$ cat config.mk
export PLATFORM = sky130hd
export DESIGN_NAME = idle_timeout_packet_receiver
export DESIGN_NICKNAME = d
export VERILOG_FILES = /design/src/rtl/core/itpr_pkg.sv /design/src/rtl/core/itpr_ram.sv /design/src/rtl/core/itpr_cfg.sv /design/src/rtl/core/idle_timeout_packet_receiver.sv
export SDC_FILE = /design/constraint.sdc
export NUM_CORES = 1
export LEC_CHECK = 0
export ABC_AREA = 1
export ABC_CLOCK_PERIOD_IN_PS = 5100
export BUFFER_PORTS_ARGS = -buffer_cell sky130_fd_sc_hd__buf_2
export CORE_AREA = 2 2 241 243
export DETAILED_ROUTE_END_ITERATION = 8
export DIE_AREA = 0 0 243 245
export HOLD_SLACK_MARGIN = 0.1
export MAX_ROUTING_LAYER = met4
export SYNTH_ARGS = -nofsm -noshare
export SYNTH_HDL_FRONTEND = slang
export SYNTH_HIERARCHICAL = 1
export SYNTH_SLANG_ARGS = --single-unit
$ cat constraint.sdc
create_clock -name i_clk -period 5.1 [get_ports i_clk]
set_input_delay 1.53 -clock i_clk [delete_from_list [all_inputs] [get_ports i_clk]]
set_output_delay 1.53 -clock i_clk [all_outputs]
set_load 0.005 [all_outputs]
$ cat src/rtl/core/itpr_pkg.sv
// Shared constants and codes for the idle timeout packet receiver.
`default_nettype none
package itpr_pkg;

    localparam int BUFFER_DEPTH = 64;
    localparam int ADDR_W       = $clog2(BUFFER_DEPTH);
    localparam int CNT_W        = $clog2(BUFFER_DEPTH + 1);

    localparam int DATA_W       = 8;
    localparam int TICK_W       = 16;
    localparam int APB_DATA_W   = 32;
    localparam int APB_ADDR_W   = 3;

    localparam logic [TICK_W-1:0] IDLE_TICKS_RESET = 16'd1000;

    // Register index carried in the word address bit of paddr.
    localparam logic REG_IDLE_TICKS = 1'b0;

    localparam logic [1:0] ACT_BYTE = 2'd0;
    localparam logic [1:0] ACT_TICK = 2'd1;
    localparam logic [1:0] ACT_READ = 2'd2;

endpackage
`default_nettype wire

$ cat src/rtl/core/itpr_ram.sv
// Single-port-write, single-port-read synchronous RAM with registered read data.
`default_nettype none
module itpr_ram #(
    parameter int DATA_W = 8,
    parameter int DEPTH  = 64,
    localparam int AW    = $clog2(DEPTH)
) (
    input  wire logic              i_clk,
    input  wire logic              i_we,
    input  wire logic [AW-1:0]     i_waddr,
    input  wire logic [DATA_W-1:0] i_wdata,
    input  wire logic              i_re,
    input  wire logic [AW-1:0]     i_raddr,
    output      logic [DATA_W-1:0] o_rdata
);

    logic [DATA_W-1:0] r_mem [DEPTH];
    logic [DATA_W-1:0] r_rdata;

    always_ff @(posedge i_clk) begin
        if (i_we) begin
            r_mem[i_waddr] <= i_wdata;
        end
    end

    always_ff @(posedge i_clk) begin
        if (i_re) begin
            r_rdata <= r_mem[i_raddr];
        end
    end

    assign o_rdata = r_rdata;

endmodule
`default_nettype wire

$ cat src/rtl/core/itpr_cfg.sv
// APB-style configuration register block holding the idle tick count.
`default_nettype none
module itpr_cfg (
    input  wire logic                               i_clk,
    input  wire logic                               i_rst_n,
    input  wire logic                               psel,
    input  wire logic                               penable,
    input  wire logic                               pwrite,
    input  wire logic [itpr_pkg::APB_ADDR_W-1:0]    paddr,
    input  wire logic [itpr_pkg::APB_DATA_W-1:0]    pwdata,
    output      logic [itpr_pkg::APB_DATA_W-1:0]    prdata,
    output      logic                               pready,
    output      logic [itpr_pkg::TICK_W-1:0]        o_idle_ticks
);

    logic [itpr_pkg::TICK_W-1:0] r_idle_ticks;
    logic                        hit;

    // Only one register exists; the word address selects it.
    assign hit    = (paddr[itpr_pkg::APB_ADDR_W-1] == itpr_pkg::REG_IDLE_TICKS);
    assign pready = 1'b1;

    always_ff @(posedge i_clk) begin
        if (!i_rst_n) begin
            r_idle_ticks <= itpr_pkg::IDLE_TICKS_RESET;
        end else if (psel && penable && pwrite && hit) begin
            r_idle_ticks <= pwdata[itpr_pkg::TICK_W-1:0];
        end
    end

    always_comb begin
        prdata = '0;
        if (hit) begin
            prdata = {{(itpr_pkg::APB_DATA_W - itpr_pkg::TICK_W){1'b0}}, r_idle_ticks};
        end
    end

    assign o_idle_ticks = r_idle_ticks;

endmodule
`default_nettype wire

$ cat src/rtl/core/idle_timeout_packet_receiver.sv
// Top level of the idle timeout packet receiver: control sequencer around the packet RAM.
// Byte, tick and unused-code words never raise busy, and the next word can start in the
// following cycle. A read of a ready packet of N bytes keeps busy high while the sequencer
// walks the RAM, one RAM read per cycle; each byte reaches the result ports through the RAM
// output register, with its strobe registered alongside. A read with no packet ready
// puts one status result on the ports in the cycle right after the accepting edge. The
// receiver cannot stall results. Synchronous active-low reset clears all control state;
// idle_ticks returns to 1000 and the packet RAM is left as it is.
`default_nettype none
module idle_timeout_packet_receiver (
    input  wire logic                               i_clk,
    input  wire logic                               i_rst_n,
    // Command side.
    input  wire logic                               start,
    output      logic                               busy,
    input  wire logic [1:0]                         i_action,
    input  wire logic [itpr_pkg::DATA_W-1:0]        i_rx_byte,
    // Result side.
    output      logic                               o_strobe,
    output      logic [itpr_pkg::DATA_W-1:0]        o_data_byte,
    output      logic                               o_last_byte,
    output      logic                               o_read_status,
    output      logic                               o_truncated,
    // Configuration port.
    input  wire logic                               psel,
    input  wire logic                               penable,
    input  wire logic                               pwrite,
    input  wire logic [itpr_pkg::APB_ADDR_W-1:0]    paddr,
    input  wire logic [itpr_pkg::APB_DATA_W-1:0]    pwdata,
    output      logic [itpr_pkg::APB_DATA_W-1:0]    prdata,
    output      logic                               pready
);

    // Two-state sequencer: idle takes every word, read walks the RAM.
    typedef enum logic [1:0] {
        S_IDLE = 2'b01,
        S_READ = 2'b10
    } t_state;

    t_state r_state, n_state;

    // Packet framing state.
    logic [itpr_pkg::CNT_W-1:0]  r_wr_idx,   n_wr_idx;
    logic [itpr_pkg::CNT_W-1:0]  r_len,      n_len;
    logic                        r_ready,    n_ready;
    logic                        r_running,  n_running;
    logic [itpr_pkg::TICK_W-1:0] r_idle_cnt, n_idle_cnt;
    logic                        r_overflow, n_overflow;
    logic [itpr_pkg::ADDR_W-1:0] r_rd_idx,   n_rd_idx;

    // Result register; the data byte itself comes straight from the RAM output register.
    logic r_valid,  n_valid;
    logic r_last,   n_last;
    logic r_status, n_status;
    logic r_trunc,  n_trunc;

    logic                          accept;
    logic [itpr_pkg::TICK_W-1:0]   cnt_inc;
    logic [itpr_pkg::TICK_W-1:0]   idle_ticks;
    logic                          ram_we;
    logic                          ram_re;
    logic [itpr_pkg::DATA_W-1:0]   ram_q;
    logic                          rd_is_last;

    itpr_cfg u_cfg (
        .i_clk        (i_clk),
        .i_rst_n      (i_rst_n),
        .psel         (psel),
        .penable      (penable),
        .pwrite       (pwrite),
        .paddr        (paddr),
        .pwdata       (pwdata),
        .prdata       (prdata),
        .pready       (pready),
        .o_idle_ticks (idle_ticks)
    );

    itpr_ram #(
        .DATA_W (itpr_pkg::DATA_W),
        .DEPTH  (itpr_pkg::BUFFER_DEPTH)
    ) u_ram (
        .i_clk   (i_clk),
        .i_we    (ram_we),
        .i_waddr (r_wr_idx[itpr_pkg::ADDR_W-1:0]),
        .i_wdata (i_rx_byte),
        .i_re    (ram_re),
        .i_raddr (r_rd_idx),
        .o_rdata (ram_q)
    );

    // Busy only while a packet is being streamed out of the RAM.
    assign busy   = (r_state == S_READ);
    assign accept = start && !busy;

    // The idle counter saturates at its maximum rather than wrapping.
    assign cnt_inc = (r_idle_cnt == {itpr_pkg::TICK_W{1'b1}}) ?
                     r_idle_cnt : r_idle_cnt + itpr_pkg::TICK_W'(1);

    assign rd_is_last = ({1'b0, r_rd_idx} + itpr_pkg::CNT_W'(1)) == r_len;

    always_comb begin
        n_state    = r_state;
        n_wr_idx   = r_wr_idx;
        n_len      = r_len;
        n_ready    = r_ready;
        n_running  = r_running;
        n_idle_cnt = r_idle_cnt;
        n_overflow = r_overflow;
        n_rd_idx   = r_rd_idx;
        n_valid    = 1'b0;
        n_last     = 1'b0;
        n_status   = 1'b0;
        n_trunc    = r_trunc;
        ram_we     = 1'b0;
        ram_re     = 1'b0;

        case (r_state)
            S_IDLE: begin
                if (accept) begin
                    case (i_action)
                        itpr_pkg::ACT_BYTE: begin
                            // Bytes are ignored outright while a finished packet waits.
                            if (!r_ready) begin
                                n_idle_cnt = '0;
                                n_running  = 1'b1;
                                if (r_wr_idx < itpr_pkg::CNT_W'(itpr_pkg::BUFFER_DEPTH)) begin
                                    ram_we   = 1'b1;
                                    n_wr_idx = r_wr_idx + itpr_pkg::CNT_W'(1);
                                end else begin
                                    n_overflow = 1'b1;
                                end
                            end
                        end
                        itpr_pkg::ACT_TICK: begin
                            if (r_running) begin
                                n_idle_cnt = cnt_inc;
                                // A zero setting closes on the first tick, like a one.
                                if (cnt_inc >= idle_ticks) begin
                                    n_ready    = 1'b1;
                                    n_len      = r_wr_idx;
                                    n_wr_idx   = '0;
                                    n_running  = 1'b0;
                                    n_idle_cnt = '0;
                                end
                            end
                        end
                        itpr_pkg::ACT_READ: begin
                            if (r_ready && (r_len != '0)) begin
                                n_state  = S_READ;
                                n_rd_idx = '0;
                                n_trunc  = r_overflow;
                            end else begin
                                n_valid  = 1'b1;
                                n_last   = 1'b1;
                                n_status = 1'b1;
                                n_trunc  = 1'b0;
                            end
                        end
                        default: begin
                        end
                    endcase
                end
            end
            S_READ: begin
                // One RAM read per cycle; the result shows when the read data lands.
                ram_re   = 1'b1;
                n_valid  = 1'b1;
                n_last   = rd_is_last;
                n_rd_idx = r_rd_idx + itpr_pkg::ADDR_W'(1);
                if (rd_is_last) begin
                    n_state    = S_IDLE;
                    n_ready    = 1'b0;
                    n_overflow = 1'b0;
                end
            end
            default: begin
                n_state = S_IDLE;
            end
        endcase
    end

    always_ff @(posedge i_clk) begin
        if (!i_rst_n) begin
            r_state    <= S_IDLE;
            r_wr_idx   <= '0;
            r_len      <= '0;
            r_ready    <= 1'b0;
            r_running  <= 1'b0;
            r_idle_cnt <= '0;
            r_overflow <= 1'b0;
            r_rd_idx   <= '0;
            r_valid    <= 1'b0;
            r_last     <= 1'b0;
            r_status   <= 1'b0;
            r_trunc    <= 1'b0;
        end else begin
            r_state    <= n_state;
            r_wr_idx   <= n_wr_idx;
            r_len      <= n_len;
            r_ready    <= n_ready;
            r_running  <= n_running;
            r_idle_cnt <= n_idle_cnt;
            r_overflow <= n_overflow;
            r_rd_idx   <= n_rd_idx;
            r_valid    <= n_valid;
            r_last     <= n_last;
            r_status   <= n_status;
            r_trunc    <= n_trunc;
        end
    end

    // A "none" status carries a zero data byte and no truncation flag.
    assign o_strobe      = r_valid;
    assign o_data_byte   = r_status ? '0 : ram_q;
    assign o_last_byte   = r_last;
    assign o_read_status = r_status;
    assign o_truncated   = r_trunc;

endmodule
`default_nettype wire
==> results_dict.tcl, run 1 <==
set metrics [dict create \
    tritoncts "done" \
    clock_tree.root_cell "clkbuf_16" \
    cp-start-kind "flop" \
    syn_area_per_cell_um2 10.4 \
    share_seq_of_total_power_pct 53.5 \
    worstMarginPinSlew_ps 1180 \
    seq_area_frac_synth_pct 66.1 \
    final_total_power_mw 9.73 \
    combined_area_of_the_multi_input_logic_cells_um2 7260 \
    vias_per_cell 5.31 \
    final_antenna_net_count 0 \
    post_synth_instance_area_um2 25500 \
    worst-path-buf-inv 2 \
    grt_max_degree 202 \
    critPathArrivalTime_ps 2060 \
    num_io_pins 97 \
    maximum_number_of_buffers_from_clock_root_to_sink 3 \
    clock-skew-final_ps 9.29 \
    max_rail_drop_vdd_v 0.000249 \
    starting_density_of_the_core_pct 44.7 \
    yosys.cell_types.count 39 \
    max_freq_mhz 278 \
    via_count_of_the_routed_design 17500 \
    die_width_um 243 \
    antenna-diode-count 0 \
    firstDrtPassIters 6 \
    layout.nets 2564 \
    most_common_library_cell_in_the_layout_ignoring_fill_and_taps "nand2_1" \
    synth-edff-count 520 \
    switching_power_mw 1.92 \
    fp.coreArea_um2 57000 \
    synth_ff_type "edfxtp_1" \
    path_cells "inv_1, ha_1, buf_2" \
    number_of_hold_repair_buffers_added_at_the_cts_stage 0 \
    postSynthRegisterBits 581 \
    critical-path-top-delay-family "adder cells" \
    fp.dieH_um 245 \
    share_of_final_layout_standard_cells_stronger_than_drive_strength_1_pct 8.59 \
    numPortBuffers 61 \
    grtUsageTotal_pct 21.5 \
    critical-path-slowest-cell "ha_1" \
    floorplan.die_area_um2 59500 \
    clk_pin_slew_worst_paths_ps 50 \
    rsz0062_at_grt "no" \
    tritoncts.num_buffers 60 \
    layout_common_cells "nand2_1 (823), edfxtp_1 (520), nand3_1 (491), nor2_1 (139), inv_1 (116)" \
    syn2layout_area_growth_pct 10.3 \
    placement_rows 88 \
    worstSetupPathType "reg2out" \
    status "finished clean" \
    worst-endpoint-required_ps 3570 \
    max_slew_violation_count 0 \
    clock_insertion_delay_worst_skew_ps 610 \
    clock_sinks 581 \
    timing.final.crit_period_ps 3590 \
    routed_wire_length_per_instance_um 18.9 \
    h-tree-depth 2 \
    dp.final_hpwl_mm 37.6 \
    yosys_warnings 6 \
    worstHoldPathType "reg2reg" \
    gr-total-overflow 0 \
    max_cap_viol_count 0 \
    p_comb_share_pct 2.0 \
    async_flop_share_pct 0 \
    largest_stage_delay_on_the_critical_path_ps 820 \
    post_cts_resized 0 \
    clock_power_share_pct 44.5 \
    finalSetupViolations 0 \
    slew_headroom_pct 20.9 \
    finalHoldViolCount 0 \
    drt-initial-drc-count 1644 \
    grt_first_pass_wirelength_mm 96.2 \
    power_switching_share_pct 19.8 \
    drc 0 \
    total_area_of_sequential_cells_um2 16800 \
    p_int_mw 7.80 \
    critical_path.max_fanout 14 \
    routed_wirelength_mm 62.3 \
    grt_pass1_vias 16800 \
    gp_congestion 0.899 \
    antenna_violations_before_repair 0 \
    final_total_negative_setup_slack_ps 0 \
    pleak_nw 10.5 \
    finalCritPeriodShare_pct 70.5 \
    p_per_area_nw_per_um2 346 \
    number_of_setup_buffers_added_after_cts 0 \
    setup.worst_path.end_class "output pin" \
    synth_cells 2460 \
    fillcell_total 5225 \
]
## cell type report
class	instances	share of cell area [%]
clock inverters	35	1.33
well taps	765	3.41
flip-flops and latches	581	59.9
clock buffers	72	5.58
multi-input cells	1625	25.8
repair buffers	97	2.18
inverters	127	1.73
## sequential cells by signal, indices dropped and copies added, names as in the netlist, 2 cells and up
name / count
u_ram/r_mem: 512
r_idle_cnt: 16
u_cfg/o_idle_ticks: 16
u_ram/o_rdata: 8
r_len: 7
r_wr_idx: 7
r_rd_idx: 6
r_state: 2
## through the flow
stage,util [%],cell area [µm²],std cells,setup slack (ps),hold slack (ps)
after floorplan,-,25500,2475,1580,451
after global placement,45.9,26200,3195,1160,468
after detailed placement,45.9,26200,3195,1070,469
after CTS,49.3,28100,3302,1490,478
after global routing,49.3,28100,3302,1330,504
final,49.3,28100,3302,1510,478
## path summary, 6_finish.rpt
kind	from	endpoint	slack, ps	depth (start not counted)
max	r_state[0]$_SDFFE_PN1P_	busy	1510	3
min	r_len[1]$_SDFFE_PN0P_	r_len[1]$_SDFFE_PN0P_	480	2
max reg2reg	r_idle_cnt[0]$_SDFFE_PN0P_	r_idle_cnt[9]$_SDFFE_PN0P_	1640	18
min reg2reg	r_len[1]$_SDFFE_PN0P_	r_len[1]$_SDFFE_PN0P_	480	2
## per-layer routing
layer,vias up,global-route usage [%],wire [µm]
met3,114,3.07,3820
met5,-,-,0
li1,8406,-,-
met4,0,6.59,1600
met2,537,34.2,29100
met1,8474,28.8,27900
## worst min-delay path, delay by kind of cell (launching register included)
kind / cells / cell delay, ps
flops: 1 / 320
compound gates: 1 / 50
simple gates: 1 / 60
## cells by family (layout without fill, tap and decap cells)
| logic type | after synthesis | count (layout) | synth area share (%) |
|---|---|---|---|
| simple gates | 1506 | 1506 | 25.3 |
| buf+inv | 269 | 331 | 5.64 |
| fa+ha+maj | 21 | 21 | 1.03 |
| compound gates | 69 | 69 | 1.49 |
| xor+xnor | 12 | 12 | 0.413 |
| other cells | 2 | 17 | 0.0295 |
| flops | 581 | 581 | 66.1 |
## cells in the mapped netlist, drive strengths merged, types with 2 or more instances
master  count  area share [%]
a21oi      55             1.1
buf       123             3.5
clkbuf     19            0.28
clkinv      2           0.034
conb        2           0.029
dfxtp      61             4.8
edfxtp    520              61
ha         21             1.0
inv       125             1.9
nand2     829              12
nand3     491             9.6
nand3b      2           0.059
nand4      13            0.32
nor2      153             2.5
nor3       14            0.34
nor4        2           0.049
o21ai      12            0.24
xor2       11            0.38
## power groups by stage
stage	sequential, mW	combinational [mW]	clock, mW
CTS	5.20	0.199	4.41
global placement	5.30	0.195	0
finish	5.20	0.196	4.33
floorplan	5.30	0.0849	0
detailed placement	5.30	0.198	0
global route	5.20	0.219	4.59
Note: power is estimated with default switching activity, not from simulation.
==> run 2: changes to the inputs <==
--- a/config.mk
+++ b/config.mk
@@ -5,12 +5,12 @@
 export SDC_FILE = /design/constraint.sdc
 export NUM_CORES = 1
 export LEC_CHECK = 0
-export ABC_AREA = 1
-export ABC_CLOCK_PERIOD_IN_PS = 5100
+export ABC_AREA = 0
+export ABC_CLOCK_PERIOD_IN_PS = 3170
 export BUFFER_PORTS_ARGS = -buffer_cell sky130_fd_sc_hd__buf_2
-export CORE_AREA = 2 2 241 243
+export CORE_AREA = 2 2 236 238
 export DETAILED_ROUTE_END_ITERATION = 8
-export DIE_AREA = 0 0 243 245
+export DIE_AREA = 0 0 238 240
 export HOLD_SLACK_MARGIN = 0.1
 export MAX_ROUTING_LAYER = met4
 export SYNTH_ARGS = -nofsm -noshare
==> constraint.sdc (replaced) <==
create_clock -name i_clk -period 3.17 [get_ports i_clk]
set_input_delay 0.951 -clock i_clk [delete_from_list [all_inputs] [get_ports i_clk]]
set_output_delay 0.951 -clock i_clk [all_outputs]
set_load 0.005 [all_outputs]
==> run 2 against run 1 <==
Effect of this change:
- sequential power grew 60%
- synthesized cell count shrank 42%
- final area grew 2.3%
- critical path depth grew 10
- core utilization grew 3.3 points
- first-iteration DRC count shrank 35%
- setup slack lost 1500 ps
- clock power grew 64%
- clock skew grew 35 ps
- hold slack lost 6.5 ps
- via count shrank 23%
- largest cell class unchanged
==> results_dict.tcl, run 2 <==
set metrics [dict create \
    most_common_library_cell_in_the_layout_ignoring_fill_and_taps "edfxtp_1" \
    path_cells "ha_4, and4_1, and2b_2, nand2_4, buf_6, nand2_2, xnor2_2, ha_2, a2111oi_4, and3b_4, or4_4, a21o_1, a21boi_2" \
    finalSetupViolations 0 \
    share_of_final_layout_standard_cells_stronger_than_drive_strength_1_pct 31.2 \
    grt_max_degree 65 \
    yosys.cell_types.count 78 \
    rsz0062_at_grt "yes" \
    synth_adder_area_share_pct 1.08 \
    clock_insertion_delay_worst_skew_ps 650 \
    p_comb_share_pct 1.8 \
    synth_top_cell_area_share_pct 64.1 \
    antenna-diode-count 0 \
    worstHoldPathType "reg2reg" \
    clk_pin_slew_worst_paths_ps 60 \
    drt-initial-drc-count 1066 \
    firstDrtPassIters 5 \
    max_cap_viol_count 0 \
    max_slew_violation_count 0 \
    worstMarginPinSlew_ps 878 \
    largest_reg_flops 512 \
    p_per_area_nw_per_um2 546 \
    numPortBuffers 61 \
    final_antenna_net_count 0 \
    max_freq_mhz 321 \
    antenna_violations_before_repair 0 \
    status "finished clean" \
    vias_per_cell 5.57 \
    post-synth-top-area-cell "edfxtp_1" \
    grtUsageTotal_pct 21.0 \
    met1_usage_pct 27.6 \
    number_of_stages_on_the_worst_hold_path 2 \
    routed_wirelength_mm 57.4 \
    gr-usage-met2_pct 33.4 \
    synth_cells 1434 \
    clock_tree.root_cell "clkbuf_16" \
    ff2ff_path_depth 13 \
    xor_xnor_share_of_the_synthesized_area_pct 0.524 \
    switching_power_mw 3.16 \
    worst_r2r_endpoint "r_idle_cnt[13]$_SDFFE_PN0P_" \
    tritoncts.num_buffers 60 \
    registers.top_by_ff_count "u_ram/r_mem" \
    worstHoldStart "u_cfg/o_idle_ticks[14]$_SDFFE_PN0P_" \
    placed_area_um2 26400 \
    setup.worst_path.end_class "flop" \
    yosysMostFrequentCell "edfxtp_1" \
    worst-path-buf-inv 1 \
    gp_congestion 0.877 \
    gr-total-overflow 0 \
    synth_mux_area_share_pct 14.4 \
    dp.final_hpwl_mm 37.1 \
    timing.final.crit_period_ps 3120 \
    maximum_number_of_buffers_from_clock_root_to_sink 3 \
    synth_ff_type "edfxtp_1" \
    yosys_warnings 6 \
    critical_path.max_fanout 5 \
    clock_sinks 581 \
    die_width_um 238 \
    tritoncts "done" \
    number_of_hold_repair_buffers_added_at_the_cts_stage 0 \
    fp.dieH_um 240 \
    worst_r2r_startpoint "r_idle_cnt[1]$_SDFFE_PN0P_" \
    fp.coreArea_um2 54700 \
    critPathArrivalTime_ps 3670 \
    async_flop_share_pct 0 \
    cp-start-kind "flop" \
    routed_wire_length_per_instance_um 23.8 \
    slew_headroom_pct 41.4 \
    synth.top_cells.by_area "edfxtp_1 (64%), mux4_2 (11%), dfxtp_1 (5.0%), nor2b_1 (1.8%), nor2_1 (1.7%)" \
    share_seq_of_total_power_pct 53.1 \
    finalCritPeriodShare_pct 98.4 \
    synth_compound_area_share_pct 4.02 \
    stdcell_area_um2 28800 \
    synth-edff-count 520 \
    layout_common_cells "edfxtp_1 (520), buf_4 (154), mux4_2 (121), nor2_1 (106), nand2_1 (75)" \
    grt_first_pass_wirelength_mm 85.4 \
    postSynthRegisterBits 581 \
    worstSetupPathType "reg2reg" \
    pleak_nw 9.47 \
    critical-path-slowest-cell "or4_4" \
    clock_power_share_pct 45.1 \
    critical-path-top-delay-family "simple AND/OR/NAND/NOR gates" \
    syn_area_per_cell_um2 17.0 \
    h-tree-depth 2 \
    clock-skew-final_ps 44.3 \
    post-route-util_pct 52.6 \
    worst-endpoint-required_ps 3720 \
    drc 0 \
    floorplan.die_area_um2 57100 \
    post_synth_and_or_nand_nor_area_fraction_pct 8.19 \
    rrSetupSlack_ps 50 \
    post_synth_instance_area_um2 24300 \
    finalHoldViolCount 0 \
    synth_top_family_by_area "multiplexers" \
    syn2layout_area_growth_pct 18.1 \
    grt_pass1_vias 13800 \
    final_total_power_mw 15.7 \
    starting_density_of_the_core_pct 44.5 \
    max_rail_drop_vdd_v 0.000411 \
    hold_end "u_cfg/o_idle_ticks[14]$_SDFFE_PN0P_" \
    power_switching_share_pct 20.1 \
    placement_rows 86 \
    global_route.peak_usage_layer "met2" \
    seq_area_frac_synth_pct 69.2 \
    largest_stage_delay_on_the_critical_path_ps 550 \
    grtUsageMet3_pct 3.25 \
    num_io_pins 97 \
    via_count_of_the_routed_design 13400 \
    layout.nets 1729 \
    p_int_mw 12.5 \
    ys_top_cells_by_count "edfxtp_1 (520), mux4_2 (121), nor2_1 (108)" \
]
-- run 2: changes by cell type after synthesis, moves of 14 or more --
| cell | delta |
|---|---|
| buf_6 | -23 |
| mux2_2 | +18 |
| a21oi_1 | -27 |
| mux2i_1 | +37 |
| nand2_1 | -743 |
| o22ai_1 | +18 |
| nor2b_1 | +69 |
| buf_2 | -30 |
| nor2_1 | -31 |
| nand2b_1 | +14 |
| nand3_1 | -464 |
| mux4_2 | +121 |
| inv_1 | -92 |
-- run 2: worst max path at each step --
stage	startpoint	to	slack (ps)	cells past startpoint
4_1_cts	r_idle_cnt[1]$_SDFFE_PN0P_	r_wr_idx[5]$_SDFFE_PN0P_	-0.5	12
3_5_place_dp	r_idle_cnt[1]$_SDFFE_PN0P_	r_wr_idx[5]$_SDFFE_PN0P_	-230	14
6_report	r_idle_cnt[1]$_SDFFE_PN0P_	r_idle_cnt[13]$_SDFFE_PN0P_	50	13
2_1_floorplan	r_idle_cnt[1]$_SDFFE_PN0P_	r_idle_cnt[13]$_SDFFE_PN0P_	-5	11
3_3_place_gp	r_idle_cnt[7]$_SDFFE_PN0P_	r_wr_idx[0]$_SDFFE_PN0P_	-180	14
5_1_grt	r_idle_cnt[1]$_SDFFE_PN0P_	r_wr_idx[0]$_SDFFE_PN0P_	-100	14
-- run 2: metrics by stage --
step | TNS, ps | instances | hold WS, ps | setup slack, ps
after floorplan | -4.64 | 1449 | 443 | -4.64
after global placement | -1670 | 2291 | 462 | -184
after detailed placement | -2160 | 2291 | 465 | -232
after CTS | -0.480 | 2404 | 474 | -0.480
after global routing | -774 | 2411 | 500 | -100
final | 0 | 2411 | 471 | 51.0
-- run 2: cell families (layout without fill, tap and decap cells) --
logic type      Yosys count  in the layout
flops                   581            581
simple gates            383            383
mux                     184            184
compound gates          141            141
buf+inv                 109            367
fa+ha+maj                21             21
xor+xnor                 13             13
other cells               2             17
-- run 2: worst register-to-register path, delay by kind of cell (launching register included) --
kind | cells | cell delay (ps)
simple gates | 6 | 1440
fa+ha+maj | 2 | 360
buf+inv | 1 | 130
compound gates | 3 | 620
xor+xnor | 1 | 160
flops | 1 | 360
-- run 2: what timing repair did --
item	CTS	global route
cloned	0	1
resized for setup	19	43
endpoints found under the setup margin	29	32
pin swaps	5	32
setup buffers	1	6
-- run 2: per-layer routing --
metal	vias up	share of wire, %	routed length, µm
met3	93	5.5	3160
met5	-	0	0
met1	6916	43	24700
met2	367	48	27700
met4	0	3.2	1830
li1	6061	-	-
-- run 2: layout make-up --
class	instances	area, µm²
fillers	4405	25900
well taps	704	881
clock inverters	43	458
flip-flops and latches	581	16900
inverters	25	93.8
clock buffers	69	1540
repair buffers	230	1720
multi-input cells	759	7220
-- run 2: power groups by stage --
stage	Clock (mW)	Sequential [mW]	Combinational, mW
global route	7.51	8.34	0.310
CTS	7.22	8.34	0.279
finish	7.08	8.34	0.282
global placement	0	8.51	0.265
floorplan	0	8.51	0.102
detailed placement	0	8.51	0.275
==> run 3: changes to the inputs <==
--- a/config.mk
+++ b/config.mk
@@ -8,11 +8,14 @@
 export ABC_AREA = 0
 export ABC_CLOCK_PERIOD_IN_PS = 3170
 export BUFFER_PORTS_ARGS = -buffer_cell sky130_fd_sc_hd__buf_2
-export CORE_AREA = 2 2 236 238
+export CELL_PAD_IN_SITES_DETAIL_PLACEMENT = 0
+export CELL_PAD_IN_SITES_GLOBAL_PLACEMENT = 2
+export CORE_AREA = 2 2 244 246
 export DETAILED_ROUTE_END_ITERATION = 8
-export DIE_AREA = 0 0 238 240
+export DIE_AREA = 0 0 246 248
 export HOLD_SLACK_MARGIN = 0.1
 export MAX_ROUTING_LAYER = met4
+export PLACE_DENSITY_LB_ADDON = 0.1
 export SYNTH_ARGS = -nofsm -noshare
 export SYNTH_HDL_FRONTEND = slang
 export SYNTH_HIERARCHICAL = 1
==> run 3 against run 2 <==
Effect of this change:
- clock-buffer cell count rose by 3
- total power rose by 0.88%
- global-route usage fell by 0.49 points
- combinational power barely moved
- critical path depth fell by 2
- hold slack improved by 1.9 ps
- cell count rose by 3.2%
- routed wire length rose by 3.1%
- core utilization fell by 2.9 points
- via count fell by 0.72%
- setup slack got worse by 7.8 ps
- clock skew fell by 24 ps
==> results_dict.tcl, run 3 (synthesis results as in run 2) <==
set metrics [dict create \
    status "finished clean" \
    drc 0 \
    routedLengthMet1_mm 26.5 \
    tritoncts.num_buffers 61 \
    gr-total-overflow 0 \
    routed_wire_length_per_instance_um 23.8 \
    clk_pin_slew_worst_paths_ps 60 \
    finalSetupViolations 0 \
    path_cells "ha_4, and4_1, and2b_4, nand2_4, mux2_4, ha_4, a2111oi_4, and3b_4, or4_4, a21o_1, a21boi_2" \
    max_rail_drop_vdd_v 0.000452 \
    stdcell_area_um2 29000 \
    maximum_number_of_buffers_from_clock_root_to_sink 3 \
    clock_power_share_pct 45.5 \
    firstDrtPassIters 5 \
    critical_path.max_fanout 4 \
    top_layer_used "met4" \
    rsz0062_at_grt "yes" \
    vias_per_cell 5.36 \
    preCtsSetupSlack_ps -125 \
    max_slew_violation_count 0 \
    floorplan.die_area_um2 61000 \
    num_io_pins 97 \
    share_of_final_layout_standard_cells_stronger_than_drive_strength_1_pct 32.1 \
    critical_path.most_common_cell "ha_4" \
    slew_headroom_pct 50.4 \
    cp-start-kind "flop" \
    clock_sinks 581 \
    largest_reg_flops 512 \
    p_int_mw 12.7 \
    grt_max_degree 65 \
    numPortBuffers 61 \
    setup.worst_path.end_class "flop" \
    critical-path-slowest-cell "or4_4" \
    starting_density_of_the_core_pct 41.6 \
    clock-skew-final_ps 20.7 \
    share_seq_of_total_power_pct 52.7 \
    largest_stage_delay_on_the_critical_path_ps 520 \
    grt_pass1_vias 13600 \
    placement_rows 89 \
    critPathArrivalTime_ps 3700 \
    max_freq_mhz 320 \
    fp.coreArea_um2 58500 \
    worstSetupPathType "reg2reg" \
    fin_ws_ps 43.1 \
    layout_common_cells "edfxtp_1 (520), buf_4 (154), mux4_2 (121), nor2_1 (106), nand2_1 (74)" \
    h-tree-depth 2 \
    die_width_um 246 \
    layout.nets 1738 \
    dp.final_hpwl_mm 39.1 \
    antenna-diode-count 0 \
    clock_insertion_delay_worst_skew_ps 630 \
    p_comb_share_pct 1.8 \
    switching_power_mw 3.16 \
    final_total_negative_setup_slack_ps 0 \
    gp_congestion 0.792 \
    placed_area_um2 26600 \
    number_of_hold_repair_buffers_added_at_the_cts_stage 0 \
    most_common_library_cell_in_the_layout_ignoring_fill_and_taps "edfxtp_1" \
    antenna_violations_before_repair 0 \
    max_cap_viol_count 0 \
    grt_first_pass_wirelength_mm 88.4 \
    worstHoldPathType "reg2reg" \
    clock_tree.root_cell "clkbuf_16" \
    final_antenna_net_count 0 \
    finalHoldViolCount 0 \
    route.met3.wl_mm 2.67 \
    power_switching_share_pct 19.9 \
    post-route-util_pct 49.7 \
    timing.final.crit_period_ps 3130 \
    drt-initial-drc-count 872 \
    grtUsageTotal_pct 20.5 \
    routed-wl-met2_mm 28.8 \
    via_count_of_the_routed_design 13300 \
    worst-endpoint-required_ps 3740 \
    p_per_area_nw_per_um2 545 \
    fp.dieH_um 248 \
    pleak_nw 9.54 \
    routed_wirelength_mm 59.2 \
    syn2layout_area_growth_pct 19.3 \
    tritoncts "done" \
    finalCritPeriodShare_pct 98.6 \
    worstMarginPinSlew_ps 743 \
    registers.top_by_ff_count "u_ram/r_mem" \
]
-- run 3: changes by cell type in the layout (fill, tap and decap cells not counted), moves of 4 or more --
| cell | previous run | this run |
|---|---|---|
| a22oi_1 | 10 | 4 |
| a22oi_2 | 0 | 6 |
| buf_12 | 10 | 14 |
| buf_6 | 5 | 9 |
| clkbuf_8 | 0 | 4 |
| clkinv_2 | 14 | 8 |
-- run 3: metrics by stage --
step	total power [mW]	hold slack (ps)	std cells
floorplan	8.61	443	1449
global placement	8.79	459	2362
detailed placement	8.79	464	2362
CTS	16.0	477	2483
global route	16.4	499	2489
finish	15.8	473	2489
-- run 3: path summary, 6_finish.rpt --
kind | startpoint | end | slack (ps) | cells past startpoint
hold / removal | u_cfg/o_idle_ticks[15]$_SDFFE_PN0P_ | u_cfg/o_idle_ticks[15]$_SDFFE_PN0P_ | 470 | 2
setup / recovery | r_idle_cnt[1]$_SDFFE_PN0P_ | r_idle_cnt[13]$_SDFFE_PN0P_ | 40 | 11
hold reg to reg | u_cfg/o_idle_ticks[15]$_SDFFE_PN0P_ | u_cfg/o_idle_ticks[15]$_SDFFE_PN0P_ | 470 | 2
setup reg to reg | r_idle_cnt[1]$_SDFFE_PN0P_ | r_idle_cnt[13]$_SDFFE_PN0P_ | 40 | 11
-- run 3: cell type report --
type | count | area [µm²]
Fill cell | 4966 | 29400
Sequential cell | 581 | 16900
Multi-Input combinational cell | 759 | 7250
Timing Repair Buffer | 238 | 1840
Clock buffer | 72 | 1610
Tap cell | 773 | 967
Clock inverter | 41 | 429
Inverter | 25 | 93.8
-- run 3: critical path: cells and delay by family (launching register included) --
family,cells,cell delay (ps)
muxes,1,330
DFF,1,360
and+or+nand+nor,5,1310
AOI/OAI and AO/OA,3,710
adders and majority gates,2,360
-- run 3: timing repair --
item,4_1_cts,5_1_grt
gates resized for setup,14,55
pin swaps,7,19
endpoints found under the setup margin,28,47
buffers inserted,8,6
-- run 3: power groups by stage --
stage	Sequential [mW]	Clock (mW)	Combinational, mW
after floorplan	8.51	0	0.102
final	8.35	7.21	0.285
after global routing	8.34	7.70	0.318
after global placement	8.51	0	0.277
after CTS	8.35	7.41	0.286
after detailed placement	8.51	0	0.285
-- run 3: metal layers --
layer | track usage [%] | up-vias
li1 | - | 6085
met1 | 27.7 | 6917
met2 | 32.5 | 262
met3 | 3.58 | 76
met4 | 4.83 | 0
met5 | - | -
